`src/rtl/kpsm_pkg.sv`:
```
// ----------------------------------------------------------------------------
// kpsm_pkg
// Shared types and constants of the keystroke passphrase suffix matcher.
// ----------------------------------------------------------------------------
package kpsm_pkg;

    // field and register widths
    localparam int KEY_W     = 8;
    localparam int LEN_W     = 6;
    localparam int CIDX_W    = 5;
    localparam int CHARS_W   = 64;
    localparam int PHRASE_W  = 4 * CHARS_W;
    localparam int REG_IDX_W = 3;

    // key codes
    localparam logic [KEY_W-1:0] CODE_BACKSPACE       = 8'h08;
    localparam logic [KEY_W-1:0] CODE_DELETE          = 8'h7F;
    localparam logic [KEY_W-1:0] CODE_FIRST_PRINTABLE = 8'h20;

    // configuration register indexes
    localparam logic [REG_IDX_W-1:0] REG_ENABLE  = 3'd0;
    localparam logic [REG_IDX_W-1:0] REG_LENGTH  = 3'd1;
    localparam logic [REG_IDX_W-1:0] REG_CHARS_0 = 3'd2;
    localparam logic [REG_IDX_W-1:0] REG_CHARS_1 = 3'd3;
    localparam logic [REG_IDX_W-1:0] REG_CHARS_2 = 3'd4;
    localparam logic [REG_IDX_W-1:0] REG_CHARS_3 = 3'd5;

    // operation codes from front to back
    typedef logic [1:0] t_op_code;
    localparam t_op_code OP_NONE   = 2'd0;
    localparam t_op_code OP_CLEAR  = 2'd1;
    localparam t_op_code OP_ERASE  = 2'd2;
    localparam t_op_code OP_APPEND = 2'd3;

    typedef struct packed {
        t_op_code         op;
        logic [KEY_W-1:0] key;
    } t_op;

    typedef struct packed {
        logic                enable;
        logic [LEN_W-1:0]    len;
        logic [PHRASE_W-1:0] chars;
    } t_cfg;

endpackage

```
`src/rtl/kpsm_ram.sv`:
```
// ----------------------------------------------------------------------------
// kpsm_ram
// Generic single write port, single read port RAM with registered read data.
// ----------------------------------------------------------------------------
module kpsm_ram #(
    parameter int WIDTH = 8,
    parameter int DEPTH = 64
) (
    input  logic                     i_clk,
    input  logic                     i_we,
    input  logic [$clog2(DEPTH)-1:0] i_waddr,
    input  logic [WIDTH-1:0]         i_wdata,
    input  logic                     i_re,
    input  logic [$clog2(DEPTH)-1:0] i_raddr,
    output logic [WIDTH-1:0]         o_rdata
);

    logic [WIDTH-1:0] r_mem [DEPTH];
    logic [WIDTH-1:0] r_rdata;

    // write port
    always_ff @(posedge i_clk) begin
        if (i_we) begin
            r_mem[i_waddr] <= i_wdata;
        end
    end

    // registered read port
    always_ff @(posedge i_clk) begin
        if (i_re) begin
            r_rdata <= r_mem[i_raddr];
        end
    end

    assign o_rdata = r_rdata;

endmodule

```
`src/rtl/kpsm_front.sv`:
```
// ----------------------------------------------------------------------------
// kpsm_front
// Accepts input items and classifies each into a store operation.
// ----------------------------------------------------------------------------
module kpsm_front #(
    parameter int MAX_PHRASE = 32
) (
    input  kpsm_pkg::t_cfg              i_cfg,
    input  logic                        s_axis_tvalid,
    output logic                        s_axis_tready,
    input  logic [kpsm_pkg::KEY_W-1:0]  s_axis_tdata,
    input  logic                        s_axis_tuser,
    input  logic                        i_q_full,
    output logic                        o_q_push,
    output kpsm_pkg::t_op               o_q_op
);
    import kpsm_pkg::*;

    logic w_phrase_ok;
    logic w_is_erase;
    logic w_is_print;

    // passphrase usable only when enabled with a length in range
    assign w_phrase_ok = i_cfg.enable && (i_cfg.len != '0)
                         && (i_cfg.len <= LEN_W'(MAX_PHRASE));
    assign w_is_erase  = (s_axis_tdata == CODE_BACKSPACE) || (s_axis_tdata == CODE_DELETE);
    assign w_is_print  = (s_axis_tdata >= CODE_FIRST_PRINTABLE) && (s_axis_tdata < CODE_DELETE);

    // handshake with the queue
    assign s_axis_tready = !i_q_full;
    assign o_q_push      = s_axis_tvalid && !i_q_full;

    // classify the item
    always_comb begin
        o_q_op.key = s_axis_tdata;
        priority if (s_axis_tuser) begin
            o_q_op.op = OP_CLEAR;
        end else if (!w_phrase_ok) begin
            o_q_op.op = OP_NONE;
        end else if (w_is_erase) begin
            o_q_op.op = OP_ERASE;
        end else if (w_is_print) begin
            o_q_op.op = OP_APPEND;
        end else begin
            o_q_op.op = OP_NONE;
        end
    end

endmodule

```
`src/rtl/kpsm_fifo.sv`:
```
// ----------------------------------------------------------------------------
// kpsm_fifo
// Two-entry operation queue between the front and the back.
// ----------------------------------------------------------------------------
module kpsm_fifo (
    input  logic           i_clk,
    input  logic           i_rst_n,
    input  logic           i_push,
    input  kpsm_pkg::t_op  i_op,
    output logic           o_full,
    input  logic           i_pop,
    output logic           o_valid,
    output kpsm_pkg::t_op  o_op
);
    import kpsm_pkg::*;

    t_op        r_mem [2];
    logic       r_wp;
    logic       r_rp;
    logic [1:0] r_cnt;
    logic       w_push;
    logic       w_pop;

    assign o_full  = (r_cnt == 2'd2);
    assign o_valid = (r_cnt != 2'd0);
    assign o_op    = r_mem[r_rp];
    assign w_push  = i_push && !o_full;
    assign w_pop   = i_pop && o_valid;

    // entry storage
    always_ff @(posedge i_clk) begin
        if (w_push) begin
            r_mem[r_wp] <= i_op;
        end
    end

    // pointers and fill count
    always_ff @(posedge i_clk) begin
        if (!i_rst_n) begin
            r_wp  <= 1'b0;
            r_rp  <= 1'b0;
            r_cnt <= 2'd0;
        end else begin
            if (w_push) begin
                r_wp <= !r_wp;
            end
            if (w_pop) begin
                r_rp <= !r_rp;
            end
            r_cnt <= r_cnt + 2'(w_push) - 2'(w_pop);
        end
    end

endmodule

```
`src/rtl/kpsm_back.sv`:
```
// ----------------------------------------------------------------------------
// kpsm_back
// Executes store operations on a circular character RAM and compares the
// newest characters with the passphrase, one character per cycle.
// ----------------------------------------------------------------------------
module kpsm_back #(
    parameter int STORE_DEPTH = 64
) (
    input  logic           i_clk,
    input  logic           i_rst_n,
    input  kpsm_pkg::t_cfg i_cfg,
    input  logic           i_q_valid,
    input  kpsm_pkg::t_op  i_q_op,
    output logic           o_q_pop,
    output logic           m_axis_tvalid,
    input  logic           m_axis_tready,
    output logic [7:0]     m_axis_tdata
);
    import kpsm_pkg::*;

    localparam int PW = $clog2(STORE_DEPTH);
    localparam int CW = $clog2(STORE_DEPTH + 1);
    localparam int SW = PW + 1;
    localparam logic [SW-1:0] DEPTH_X = SW'(STORE_DEPTH);
    localparam logic S_IDLE = 1'b0;
    localparam logic S_CMP  = 1'b1;

    logic              r_state, n_state;
    logic [PW-1:0]     r_head, n_head;
    logic [CW-1:0]     r_count, n_count;
    logic [PW-1:0]     r_rd_addr, n_rd_addr;
    logic [LEN_W-1:0]  r_issue, n_issue;
    logic              r_chk_pend, n_chk_pend;
    logic [CIDX_W-1:0] r_chk_idx, n_chk_idx;
    logic              r_match, n_match;
    logic              r_out_valid, n_out_valid;
    logic              r_out_match, n_out_match;

    logic              w_out_free;
    logic              w_full;
    logic [PW-1:0]     w_head_inc;
    logic [SW-1:0]     w_tail_sum;
    logic [PW-1:0]     w_tail;
    logic [PW-1:0]     w_head_new;
    logic [CW-1:0]     w_count_new;
    logic [SW-1:0]     w_start_sum;
    logic [PW-1:0]     w_start;
    logic [PW-1:0]     w_rd_inc;
    logic              w_we;
    logic [PW-1:0]     w_waddr;
    logic              w_re;
    logic [KEY_W-1:0]  w_rdata;
    logic [KEY_W-1:0]  w_phrase_byte;
    logic              w_eq;
    logic              w_last;

    kpsm_ram #(
        .WIDTH (KEY_W),
        .DEPTH (STORE_DEPTH)
    ) u_store (
        .i_clk   (i_clk),
        .i_we    (w_we),
        .i_waddr (w_waddr),
        .i_wdata (i_q_op.key),
        .i_re    (w_re),
        .i_raddr (r_rd_addr),
        .o_rdata (w_rdata)
    );

    // circular pointer arithmetic
    assign w_full      = (r_count == CW'(STORE_DEPTH));
    assign w_head_inc  = (r_head == PW'(STORE_DEPTH - 1)) ? '0 : r_head + PW'(1);
    assign w_tail_sum  = SW'(r_head) + SW'(r_count);
    assign w_tail      = (w_tail_sum >= DEPTH_X) ? PW'(w_tail_sum - DEPTH_X) : PW'(w_tail_sum);
    assign w_head_new  = w_full ? w_head_inc : r_head;
    assign w_count_new = w_full ? r_count : r_count + CW'(1);
    assign w_start_sum = SW'(w_head_new) + SW'(w_count_new) - SW'(i_cfg.len);
    assign w_start     = (w_start_sum >= DEPTH_X) ? PW'(w_start_sum - DEPTH_X)
                                                  : PW'(w_start_sum);
    assign w_rd_inc    = (r_rd_addr == PW'(STORE_DEPTH - 1)) ? '0 : r_rd_addr + PW'(1);

    // compare of one character against the passphrase
    assign w_phrase_byte = i_cfg.chars[{r_chk_idx, 3'b000} +: KEY_W];
    assign w_eq          = (w_rdata == w_phrase_byte);
    assign w_last        = (r_chk_idx == CIDX_W'(i_cfg.len - LEN_W'(1)));

    assign w_out_free = !r_out_valid || m_axis_tready;
    assign o_q_pop    = (r_state == S_IDLE) && i_q_valid && w_out_free;
    assign w_we       = o_q_pop && (i_q_op.op == OP_APPEND);
    assign w_waddr    = w_full ? r_head : w_tail;
    assign w_re       = (r_state == S_CMP) && (r_issue < i_cfg.len);

    // operation sequencer
    always_comb begin
        n_state     = r_state;
        n_head      = r_head;
        n_count     = r_count;
        n_rd_addr   = r_rd_addr;
        n_issue     = r_issue;
        n_chk_pend  = r_chk_pend;
        n_chk_idx   = r_chk_idx;
        n_match     = r_match;
        n_out_valid = r_out_valid && !m_axis_tready;
        n_out_match = r_out_match;
        unique case (r_state)
            S_IDLE: begin
                if (o_q_pop) begin
                    unique case (i_q_op.op)
                        OP_CLEAR: begin
                            n_count     = '0;
                            n_out_valid = 1'b1;
                            n_out_match = 1'b0;
                        end
                        OP_ERASE: begin
                            if (r_count != '0) begin
                                n_count = r_count - CW'(1);
                            end
                            n_out_valid = 1'b1;
                            n_out_match = 1'b0;
                        end
                        OP_APPEND: begin
                            n_head  = w_head_new;
                            n_count = w_count_new;
                            if (SW'(w_count_new) < SW'(i_cfg.len)) begin
                                n_out_valid = 1'b1;
                                n_out_match = 1'b0;
                            end else begin
                                n_state    = S_CMP;
                                n_rd_addr  = w_start;
                                n_issue    = '0;
                                n_chk_pend = 1'b0;
                                n_match    = 1'b1;
                            end
                        end
                        default: begin
                            n_out_valid = 1'b1;
                            n_out_match = 1'b0;
                        end
                    endcase
                end
            end
            default: begin
                // issue one read per cycle, check the previous one
                if (w_re) begin
                    n_rd_addr  = w_rd_inc;
                    n_issue    = r_issue + LEN_W'(1);
                    n_chk_pend = 1'b1;
                    n_chk_idx  = CIDX_W'(r_issue);
                end else begin
                    n_chk_pend = 1'b0;
                end
                if (r_chk_pend) begin
                    n_match = r_match && w_eq;
                    if (w_last) begin
                        n_state     = S_IDLE;
                        n_chk_pend  = 1'b0;
                        n_out_valid = 1'b1;
                        n_out_match = r_match && w_eq;
                    end
                end
            end
        endcase
    end

    // state registers
    always_ff @(posedge i_clk) begin
        if (!i_rst_n) begin
            r_state     <= S_IDLE;
            r_head      <= '0;
            r_count     <= '0;
            r_rd_addr   <= '0;
            r_issue     <= '0;
            r_chk_pend  <= 1'b0;
            r_chk_idx   <= '0;
            r_match     <= 1'b0;
            r_out_valid <= 1'b0;
            r_out_match <= 1'b0;
        end else begin
            r_state     <= n_state;
            r_head      <= n_head;
            r_count     <= n_count;
            r_rd_addr   <= n_rd_addr;
            r_issue     <= n_issue;
            r_chk_pend  <= n_chk_pend;
            r_chk_idx   <= n_chk_idx;
            r_match     <= n_match;
            r_out_valid <= n_out_valid;
            r_out_match <= n_out_match;
        end
    end

    assign m_axis_tvalid = r_out_valid;
    assign m_axis_tdata  = {7'b0, r_out_match};

`ifndef SYNTHESIS
    // fill count never exceeds the store depth
    a_count_range: assert property (@(posedge i_clk) disable iff (!i_rst_n)
        r_count <= CW'(STORE_DEPTH))
        else $error("fill count beyond store depth");

    // head pointer stays inside the store
    a_head_range: assert property (@(posedge i_clk) disable iff (!i_rst_n)
        r_head < PW'(STORE_DEPTH - 1) || r_head == PW'(STORE_DEPTH - 1))
        else $error("head pointer out of range");

    // no result is pending while a compare runs
    a_cmp_no_out: assert property (@(posedge i_clk) disable iff (!i_rst_n)
        (r_state == S_CMP) |-> !r_out_valid)
        else $error("result pending during compare");

    // a compare check only happens inside a compare
    a_chk_in_cmp: assert property (@(posedge i_clk) disable iff (!i_rst_n)
        r_chk_pend |-> (r_state == S_CMP))
        else $error("character check outside compare");

    // a compare ends with a result
    a_cmp_end: assert property (@(posedge i_clk) disable iff (!i_rst_n)
        (r_state == S_CMP) && (n_state == S_IDLE) |=> r_out_valid)
        else $error("compare ended without result");
`endif

endmodule

```
`src/rtl/keystroke_passphrase_suffix_matcher.sv`:
```
// ----------------------------------------------------------------------------
// keystroke_passphrase_suffix_matcher
// Keeps an edited store of typed characters and flags when the newest ones
// equal the configured passphrase.
// ----------------------------------------------------------------------------
//  channel   | direction | contents
//  s_axis    | in        | tdata[7:0] key_code, tuser[0] mode (1 clears store)
//  m_axis    | out       | tdata[0] matched, tdata[7:1] zero
//  cfg       | in        | i_cfg_we, i_cfg_idx register index, i_cfg_data value
//
//  clear, erase and ignored keys give a registered result as they leave
//  the queue; an append that needs a compare checks the newest characters
//  through the single read port of the character RAM (one character a cycle)
//  a two-entry queue accepts items until full while a result waits on m_axis
//  reset is synchronous, active low; the character RAM needs no clearing pass
// ----------------------------------------------------------------------------
module keystroke_passphrase_suffix_matcher #(
    parameter int STORE_DEPTH = 64,
    parameter int MAX_PHRASE  = 32
) (
    input  logic                                i_clk,
    input  logic                                i_rst_n,
    input  logic                                s_axis_tvalid,
    output logic                                s_axis_tready,
    input  logic [7:0]                          s_axis_tdata,   // [7:0] key_code
    input  logic                                s_axis_tuser,   // [0] mode
    output logic                                m_axis_tvalid,
    input  logic                                m_axis_tready,
    output logic [7:0]                          m_axis_tdata,   // [0] matched
    input  logic                                i_cfg_we,
    input  logic [kpsm_pkg::REG_IDX_W-1:0]      i_cfg_idx,
    input  logic [kpsm_pkg::CHARS_W-1:0]        i_cfg_data
);
    import kpsm_pkg::*;

    logic               r_enable;
    logic [LEN_W-1:0]   r_len;
    logic [CHARS_W-1:0] r_chars [4];
    t_cfg               w_cfg;
    logic               w_q_full;
    logic               w_q_push;
    t_op                w_push_op;
    logic               w_q_valid;
    logic               w_q_pop;
    t_op                w_pop_op;

    // configuration registers
    always_ff @(posedge i_clk) begin
        if (!i_rst_n) begin
            r_enable   <= 1'b0;
            r_len      <= '0;
            r_chars[0] <= '0;
            r_chars[1] <= '0;
            r_chars[2] <= '0;
            r_chars[3] <= '0;
        end else if (i_cfg_we) begin
            unique case (i_cfg_idx)
                REG_ENABLE:  r_enable   <= i_cfg_data[0];
                REG_LENGTH:  r_len      <= i_cfg_data[LEN_W-1:0];
                REG_CHARS_0: r_chars[0] <= i_cfg_data;
                REG_CHARS_1: r_chars[1] <= i_cfg_data;
                REG_CHARS_2: r_chars[2] <= i_cfg_data;
                REG_CHARS_3: r_chars[3] <= i_cfg_data;
                default: ;
            endcase
        end
    end

    assign w_cfg.enable = r_enable;
    assign w_cfg.len    = r_len;
    assign w_cfg.chars  = {r_chars[3], r_chars[2], r_chars[1], r_chars[0]};

    kpsm_front #(
        .MAX_PHRASE (MAX_PHRASE)
    ) u_front (
        .i_cfg         (w_cfg),
        .s_axis_tvalid (s_axis_tvalid),
        .s_axis_tready (s_axis_tready),
        .s_axis_tdata  (s_axis_tdata),
        .s_axis_tuser  (s_axis_tuser),
        .i_q_full      (w_q_full),
        .o_q_push      (w_q_push),
        .o_q_op        (w_push_op)
    );

    kpsm_fifo u_queue (
        .i_clk   (i_clk),
        .i_rst_n (i_rst_n),
        .i_push  (w_q_push),
        .i_op    (w_push_op),
        .o_full  (w_q_full),
        .i_pop   (w_q_pop),
        .o_valid (w_q_valid),
        .o_op    (w_pop_op)
    );

    kpsm_back #(
        .STORE_DEPTH (STORE_DEPTH)
    ) u_back (
        .i_clk         (i_clk),
        .i_rst_n       (i_rst_n),
        .i_cfg         (w_cfg),
        .i_q_valid     (w_q_valid),
        .i_q_op        (w_pop_op),
        .o_q_pop       (w_q_pop),
        .m_axis_tvalid (m_axis_tvalid),
        .m_axis_tready (m_axis_tready),
        .m_axis_tdata  (m_axis_tdata)
    );

endmodule
```
`config.mk`:
```
export PLATFORM = sky130hd
export DESIGN_NAME = keystroke_passphrase_suffix_matcher
export DESIGN_NICKNAME = d
export VERILOG_FILES = /design/src/rtl/kpsm_pkg.sv /design/src/rtl/kpsm_ram.sv /design/src/rtl/kpsm_front.sv /design/src/rtl/kpsm_fifo.sv /design/src/rtl/kpsm_back.sv /design/src/rtl/keystroke_passphrase_suffix_matcher.sv
export SDC_FILE = /design/constraint.sdc
export NUM_CORES = 1
export LEC_CHECK = 0
export BUFFER_PORTS_ARGS = -buffer_cell sky130_fd_sc_hd__clkbuf_2
export CAP_MARGIN = 30
export CORE_ASPECT_RATIO = 1.1
export CORE_MARGIN = 2
export CORE_UTILIZATION = 62
export DETAILED_ROUTE_END_ITERATION = 7
export PLACE_DENSITY = 0.88
export SLEW_MARGIN = 20
export SYNTH_ARGS = -nofsm -noshare
export SYNTH_HDL_FRONTEND = slang
export SYNTH_SLANG_ARGS = --single-unit
```
`constraint.sdc`:
```
create_clock -name i_clk -period 8.8 [get_ports i_clk]
set_clock_uncertainty 0.15 [all_clocks]
set_input_delay 2.2 -clock i_clk [delete_from_list [all_inputs] [get_ports i_clk]]
set_output_delay 2.2 -clock i_clk [all_outputs]
set_load 0.02 [all_outputs]
```
==> metrics.md, run 1 <==
| Metric | Value |
|---|---|
| Kind of critical path | `in2reg` |
| Synth Cell Area | `~36,000 µm²` |
| PwrDens | `255.8 nW/µm²` |
| Worst reg-to-reg setup slack | `4.20 ns` |
| Final worst path period need | `5.427 ns` |
| Drt first pass iters | `6` |
| Distinct cells, synth | `66` |
| CP dominant cell by count | `nor2b_1` |
| Period utilization | `61.67%` |
| Async set or reset register ratio after synthesis | `0%` |
| Row count | `92` |
| Num Clock Sinks | `843` |
| IO Pins | `91` |
| Global-route wire length before repair | `approximately 140,000 µm` |
| Wire per inst | `~32 µm` |
| # resized after CTS | `0` |
| Yosys warning count | `0` |
| Maximum vdd drop | `0.0002118 V` |
| GR Util All Layers | `31.90%` |
| Clock power frac | `34.2%` |
| Final Max Tran Viols | `0` |
| Status | `finished, final reports clean` |
| GPL Wtd Cong | `0.8581` |
| Power Internal | `0.007386 W` |
| Vias in the first global route | `slightly above 20,000` |
| Num CTS Buffers | `79` |
| Clock slew at reported path FFs | `0.06 ns` |
| DP HPWL | `between 50,000 and 60,000 µm` |
| Endpoints failing hold | `0` |
| Slew headroom | `between 30% and 40%` |
| CTS tree | `yes` |
| Gate power share | `about 18%` |
| Sequential share of power | `48.0%` |
| Setup TNS | `0 ns` |
| Post-synthesis cell count | `2,039` |
| Die height | `256.1 µm` |
| DR vias | `20,616` |
| Htree depth | `3` |
| Clock buffer depth | `3` |
| Post-DP Area | `37,060 µm²` |
| EDFF count, synth | `between 700 and 800` |
| Worst Hold Class | `reg2reg` |
| Die Wd | `233.1 µm` |
| Switching Power | `0.002776 W` |
| CP cell instances | `clkbuf_2 > nor2b_1 > nor3_1 > and2_1 > nor2b_1 > nand3_1 > nor2_1` |
| # port buffers | `83` |
| Leak | `12.84 nW` |
| Final setup violation count | `0` |
| Area grow syn2layout | `10.92%` |
| Full die area | `59,700 µm²` |
| Routed wire length | `between 90,000 and 100,000 µm` |
| Post-route ant nets | `0` |
| WP data arrival | `5.53 ns` |
| Slowest CP cell | `nor2_1` |
| Core area | `57,210 µm²` |
| Final net count | `2,240` |
| Crit path launch type | `input pin` |
| Initial DRC Count | `roughly 3,200` |
| Flops & latches, synth | `843` |
| Post-route DRC | `0` |
| CP max stage delay | `0.99 ns` |
| Clk_lat worst skew | `~0.64 ns` |
| Initial Util | `62.59%` |
| Hold buffers post-CTS | `0` |
| WP data required | `8.90 ns` |
| Layout cells sized above 1 | `22.55%` |
| Design Area, Final | `about 40,000 µm²` |
| RSZ-0062 raised after global routing | `no` |
| Initial antenna violation count | `10` |
| Root buf cell | `clkbuf_16` |
| Largest net degree at the start of global routing | `69` |
| Critical path endpoint category | `flip-flop` |
| Max Cap Viol | `0` |
| Most used DFF post-synth | `edfxtp_1` |
| CP max FO | `13` |
| Seq/Total Area, Yosys | `a little over two thirds` |
| Synth Area per Inst | `17.56 µm²` |
| Fmax achieved | `184.3 MHz` |
| Total grt overflow | `0` |
| Switching part of the total power | `27.32%` |
| Vias per cell | `7.000` |
| Slew @ Worst Pin | `1.014 ns` |
| Post-CTS setup buffer count | `0` |
cell type report:
type                            instances  area (µm²)
Sequential cell                       843       24860
Fill cell                            3176       17490
Multi-Input combinational cell       1061       10500
Clock buffer                           88        2032
Tap cell                              752       940.9
Timing Repair Buffer                  108       696.9
Clock inverter                         57       569.3
Inverter                               29       108.9
Antenna cell                            7       17.52
cells by family after synthesis:
kind of cell               after synthesis  share of synthesized area, %
xor gates and xnor gates                40                        0.9784
AOI/OAI and AO/OA                      143                         2.516
and+or+nand+nor                        561                         8.379
muxes                                  273                         15.61
other                                    1                       0.01047
adders and majority gates               37                         1.419
DFF                                    843                         69.38
buffers and inverters                  141                         1.709
Yosys cell counts (all sizes together), types with 29 or more instances:
library cell / number / area share, %
clkbuf: 67 / 0.70
buf: 45 / 0.70
mux4: 227 / 14
nor2: 141 / 1.5
o21ai: 33 / 0.47
mux2i: 33 / 0.92
ha: 31 / 1.1
and2: 264 / 4.6
a21oi: 47 / 0.66
nand2: 60 / 0.63
dfxtp: 47 / 2.6
edfxtp: 796 / 67
inv: 29 / 0.30
worst max-delay path: cells and delay by family:
kind	cells	cell delay (ns)
buf+inv	1	0.08
simple gates	6	3.24
stage by stage:
| step | utilization, % | worst slack [ns] | power, W | hold slack (ns) | instances |
|---|---|---|---|---|---|
| finish | 69.43 | 3.373 | 0.01016 | 0.3552 | 2945 |
| global route | 69.41 | 3.373 | 0.01038 | 0.3586 | 2942 |
| CTS | 69.33 | 3.549 | 0.01010 | 0.3507 | 2937 |
| detailed placement | 64.79 | 3.125 | 0.006660 | 0.3165 | 2792 |
| global placement | 64.54 | 3.383 | 0.006566 | 0.3125 | 2783 |
| floorplan | - | 1.180 | 0.006051 | 0.3108 | 2045 |
power groups by stage:
stage	Sequential, W	Clock (W)	Combinational (W)
after floorplan	0.00487	0	0.00118
after global placement	0.00494	0	0.00163
after detailed placement	0.00496	0	0.00170
after CTS	0.00488	0.00348	0.00175
after global routing	0.00489	0.00362	0.00187
final	0.00488	0.00348	0.00180
worst paths after layout:
path                                       start                                    end  cells after the start
hold / removal    u_back.r_issue[5]$_SDFFE_PN0P_         u_back.r_issue[5]$_SDFFE_PN0P_                      2
hold reg to reg   u_back.r_issue[5]$_SDFFE_PN0P_         u_back.r_issue[5]$_SDFFE_PN0P_                      2
setup / recovery                   m_axis_tready  u_back.u_store.r_mem[11][4]$_DFFE_PP_                      7
setup reg to reg  u_back.r_count[2]$_SDFFE_PN0P_  u_back.u_store.r_mem[11][4]$_DFFE_PP_                      6
flip-flops by register name, indices dropped and copies added, names as in the netlist, 2 cells and up, named ones only:
signal / cells
u_back.r_issue: 6
r_len: 6
u_back.r_chk_idx: 5
u_back.r_count: 7
u_back.r_head: 6
r_chars: 256
u_back.r_rd_addr: 6
u_queue.r_mem: 20
u_queue.r_cnt: 2
u_back.u_store.r_mem: 512
u_back.u_store.o_rdata: 8
per-layer routing:
metal	track usage, %	vias to the layer above	wire length [µm]
li1	-	8103	-
met1	39.91	10449	31490
met2	53.15	1681	48430
met3	6.350	377	9582
met4	16.28	6	5914
met5	0	-	40
cell usage in the layout, fill, tap and decap left out, drive strengths merged, types with 9 or more instances in the layout:
master,instances
nor2b,10
edfxtp,796
inv,33
xor2,15
nor2,141
xnor2,25
o21ai,33
clkbuf,171
buf,25
ha,31
mux2,13
bufinv,9
dfxtp,47
mux2i,33
mux4,227
nand2b,11
a21oi,47
clkinv,38
and2,264
nor3,12
nand2,60
a22oi,9
a21o,9
nand3,25
Note: power is estimated with default switching activity, not from simulation.
==> inputs of run 2 (changes only) <==
--- a/config.mk
+++ b/config.mk
@@ -5,6 +5,7 @@
 export SDC_FILE = /design/constraint.sdc
 export NUM_CORES = 1
 export LEC_CHECK = 0
+export ABC_AREA = 1
 export BUFFER_PORTS_ARGS = -buffer_cell sky130_fd_sc_hd__clkbuf_2
 export CAP_MARGIN = 30
 export CORE_ASPECT_RATIO = 1.1
==> constraint.sdc (replaced) <==
create_clock -name i_clk -period 5.14 [get_ports i_clk]
set_clock_uncertainty 0.15 [all_clocks]
set_input_delay 1.285 -clock i_clk [delete_from_list [all_inputs] [get_ports i_clk]]
set_output_delay 1.285 -clock i_clk [all_outputs]
set_load 0.02 [all_outputs]
==> run 2 against run 1 <==
  * Total power grew 87%
  * Clock-buffer cell count grew 18
  * Die area grew 1.8%
  * Non-clock buffer count grew 3
  * The flow now finishes with violations (design-rule violations)
  * Synthesized cell count grew 63%
  * Global-route usage shrank 0.98 points
  * Critical path type is now reg2reg
  * Sequential power grew 75%
==> metrics.md, run 2 <==
| Metric | Value |
|---|---|
| Worst slack, placed | `1.200 ns (-1.925 ns)` |
| Initial DRC Count | `4,728 (+49%)` |
| Status | `finished with violations` |
| Failing checks | `design-rule violations` |
| Drt first pass iters | `8 (+2)` |
| Final setup margin | `1.309 ns (-2.064 ns)` |
| Critical path endpoint category | `flip-flop` |
| CP dominant cell by count | `nand2_1` |
| Leak | `14.51 nW (+13%)` |
| Yosys warning count | `0 (unchanged)` |
| Cell type with the largest total area after synthesis | `edfxtp_1` |
| Final net count | `3,433 (+53%)` |
| Fmax achieved | `261.1 MHz` |
| Vias in the first global route | `25,683 (+25%)` |
| Num Clock Sinks | `843 (unchanged)` |
| Core area | `58,410 µm² (+2.1%)` |
| Endpoints failing hold | `0 (unchanged)` |
| Maximum vdd drop | `0.0003621 V (+71%)` |
| Max Cap Viol | `0 (unchanged)` |
| Num CTS Buffers | `82 (+3.8%)` |
| WP data required | `5.53 ns (-3.37 ns)` |
| DR vias | `26,881 (+30%)` |
| Root buf cell | `clkbuf_16` |
| Synth cell count leaders | `edfxtp_1 (796), nor2_1 (701), nand2_1 (445), o21ai_0 (352), nand3_1 (248)` |
| Full die area | `60,790 µm² (+1.8%)` |
| Clock buffer depth | `3 (unchanged)` |
| Global-route wire length before repair | `144,500 µm (+5.5%)` |
| Final worst path period need | `approximately 3.8 ns` |
| Area grow syn2layout | `9.187%` |
| Wire per inst | `22.95 µm (-29%)` |
| Die Wd | `235.3 µm (+0.91%)` |
| Synth Area per Inst | `10.98 µm² (-37%)` |
| Die height | `258.4 µm (+0.91%)` |
| Initial Util | `62.44% (-0.15 points)` |
| Final non-filler cell total | `4,134 (+40%)` |
| GPL Wtd Cong | `0.9309 (+8.5%)` |
| RSZ-0062 raised after global routing | `no` |
| Synth top area cells | `edfxtp_1 (66%), nor2_1 (7.2%), o21ai_0 (4.8%)` |
| PwrDens | `478.3 nW/µm² (+87%)` |
| Distinct cells, synth | `59 (-11%)` |
| Post-synthesis cell count | `3,321 (+63%)` |
| Slew headroom | `32.90% (+0.52 points)` |
| WP data arrival | `4.22 ns (-1.31 ns)` |
| Top cell type's share of synthesized area | `65.54% (-1.2 points)` |
| Seq/Total Area, Yosys | `68.12% (-1.3 points)` |
| Layout cells sized above 1 | `7.973% (-15 points)` |
| Post-route DRC | `4 (+4)` |
| CP cell instances | `clkinv_2 > buf_12 > nand2_1 > nand3_1 > nand3_1 > nand2_1 > nand2_1 > nand3_1 > nand2_1 > nand2_1 > nand2_1 > nand2_1 > nor2_1 > nand4_1 > a21oi_1` |
| Post-route ant nets | `0 (unchanged)` |
| Commonest non-fill, non-tap cell in the layout | `edfxtp_1` |
| Most used DFF post-synth | `edfxtp_1` |
| Routed wire length | `94,870 µm (-0.63%)` |
| Flops & latches, synth | `843 (unchanged)` |
| Final Max Tran Viols | `0 (unchanged)` |
| Vias per cell | `6.502 (-7.1%)` |
| Worst Hold Class | `reg2reg` |
| Hold WS | `0.3372 ns (-0.01803 ns)` |
| Synth Cell Area | `36,470 µm² (+1.9%)` |
| CP max stage delay | `0.88 ns (-0.11 ns)` |
| # port buffers | `83 (unchanged)` |
| Slowest CP cell | `clkinv_2` |
| IO Pins | `91 (unchanged)` |
| Largest reg by FF count | `u_back.u_store.r_mem` |
| Most common cell in the netlist | `edfxtp_1` |
| DP HPWL | `54,670 µm (+1.2%)` |
| Largest net degree at the start of global routing | `145 (+110%)` |
| # diodes | `0 (-7)` |
| Period utilization | `74.52%` |
| CTS tree | `yes` |
| Initial antenna violation count | `0 (-10)` |
| Kind of critical path | `reg2reg` |
| Largest regs | `u_back.u_store.r_mem x512, r_chars x256, u_queue.r_mem x20` |
| Crit path launch type | `flip-flop` |
| Row count | `93 (+1.1%)` |
| Clock slew at reported path FFs | `0.06 ns (about the same)` |
| Largest register FFs | `512 (unchanged)` |
| # resized after CTS | `0 (unchanged)` |
| GR Util All Layers | `30.92% (-0.98 points)` |
| Slew @ Worst Pin | `1.000 ns (-0.01397 ns)` |
| Most frequent cells in the layout | `edfxtp_1 (796), nor2_1 (701), nand2_1 (443)` |
| Final setup violation count | `0 (unchanged)` |
| EDFF count, synth | `796 (unchanged)` |
| Hold buffers post-CTS | `0 (unchanged)` |
| Async set or reset register ratio after synthesis | `0% (unchanged)` |
| Post-CTS setup buffer count | `0 (unchanged)` |
| Dpl cells | `3,988 (+43%)` |
| Total grt overflow | `0 (unchanged)` |
| CP max FO | `71 (+58)` |
| Clk_lat worst skew | `0.64 ns (about the same)` |
| Htree depth | `3 (unchanged)` |
run 2: cell types whose count changed in the layout (fill, tap and decap cells not counted), moves of 12 or more:
cell	delta
and2_1	-263
clkbuf_1	+12
inv_1	+108
mux2i_1	-32
mux4_2	-227
nand2_1	+383
nand3_1	+223
nor2_1	+564
o21ai_0	+332
o221ai_1	+15
o22ai_1	+138
xnor2_1	-18
run 2: through the flow:
stage	power [W]	cell area, µm²	TNS (ns)	util [%]
after floorplan	0.01158	36500	-250.33	-
after global placement	0.01310	37240	0	63.76
after detailed placement	0.01321	37260	0	63.79
after CTS	0.01885	39760	0	68.07
after global routing	0.01969	39820	0	68.17
final	0.01905	39820	0	68.17
run 2: cell type report:
class	count	area (µm²)
Clock buffer	106	2193
Tap cell	760	950.9
Fill cell	3814	18590
Timing Repair Buffer	111	715.7
Clock inverter	37	305.3
Inverter	156	591.8
Sequential cell	843	24860
Multi-Input combinational cell	2121	10210
run 2: per-layer routing:
layer	wire, µm	GRT usage [%]	vias to the layer above
met5	0	0	-
met4	6190	18.26	0
met3	11640	5.976	482
met2	45130	51.01	2229
met1	31910	38.52	12528
li1	-	-	11642
run 2: cells by family (layout without fill, tap and decap cells):
group / Yosys count / after routing / synth area share [%]
compound gates: 606 / 606 / 9.310
xor+xnor: 28 / 28 / 0.6724
fa+ha+maj: 37 / 37 / 1.393
buf+inv: 363 / 410 / 4.154
flops: 843 / 843 / 68.12
mux: 9 / 9 / 0.2745
other cells: 1 / 7 / 0.01028
simple gates: 1434 / 1434 / 16.07
run 2: where the power goes:
group	internal [W]	total (W)	switching (W)
clock network	0.00318	0.00572	0.00255
logic	0.00123	0.00480	0.00357
registers	0.00827	0.00853	0.000255
run 2: worst max-delay path, delay by kind of cell, from the launching register on:
family / cells / cell delay (ns)
DFF: 1 / 0.72
buffers and inverters: 2 / 1.40
and+or+nand+nor: 12 / 1.22
AOI/OAI and AO/OA: 1 / 0.19
run 2: worst paths after layout:
path / start / endpoint / slack (ns) / cells after the start
setup / recovery: u_back.r_chk_idx[0]$_SDFFE_PN0P_ / u_back.r_out_match$_SDFFE_PN0P_ / 1.31 / 15
hold / removal: u_queue.r_rp$_SDFFE_PN0P_ / u_queue.r_rp$_SDFFE_PN0P_ / 0.34 / 2
setup reg to reg: u_back.r_chk_idx[0]$_SDFFE_PN0P_ / u_back.r_out_match$_SDFFE_PN0P_ / 1.31 / 15
hold reg to reg: u_queue.r_rp$_SDFFE_PN0P_ / u_queue.r_rp$_SDFFE_PN0P_ / 0.34 / 2
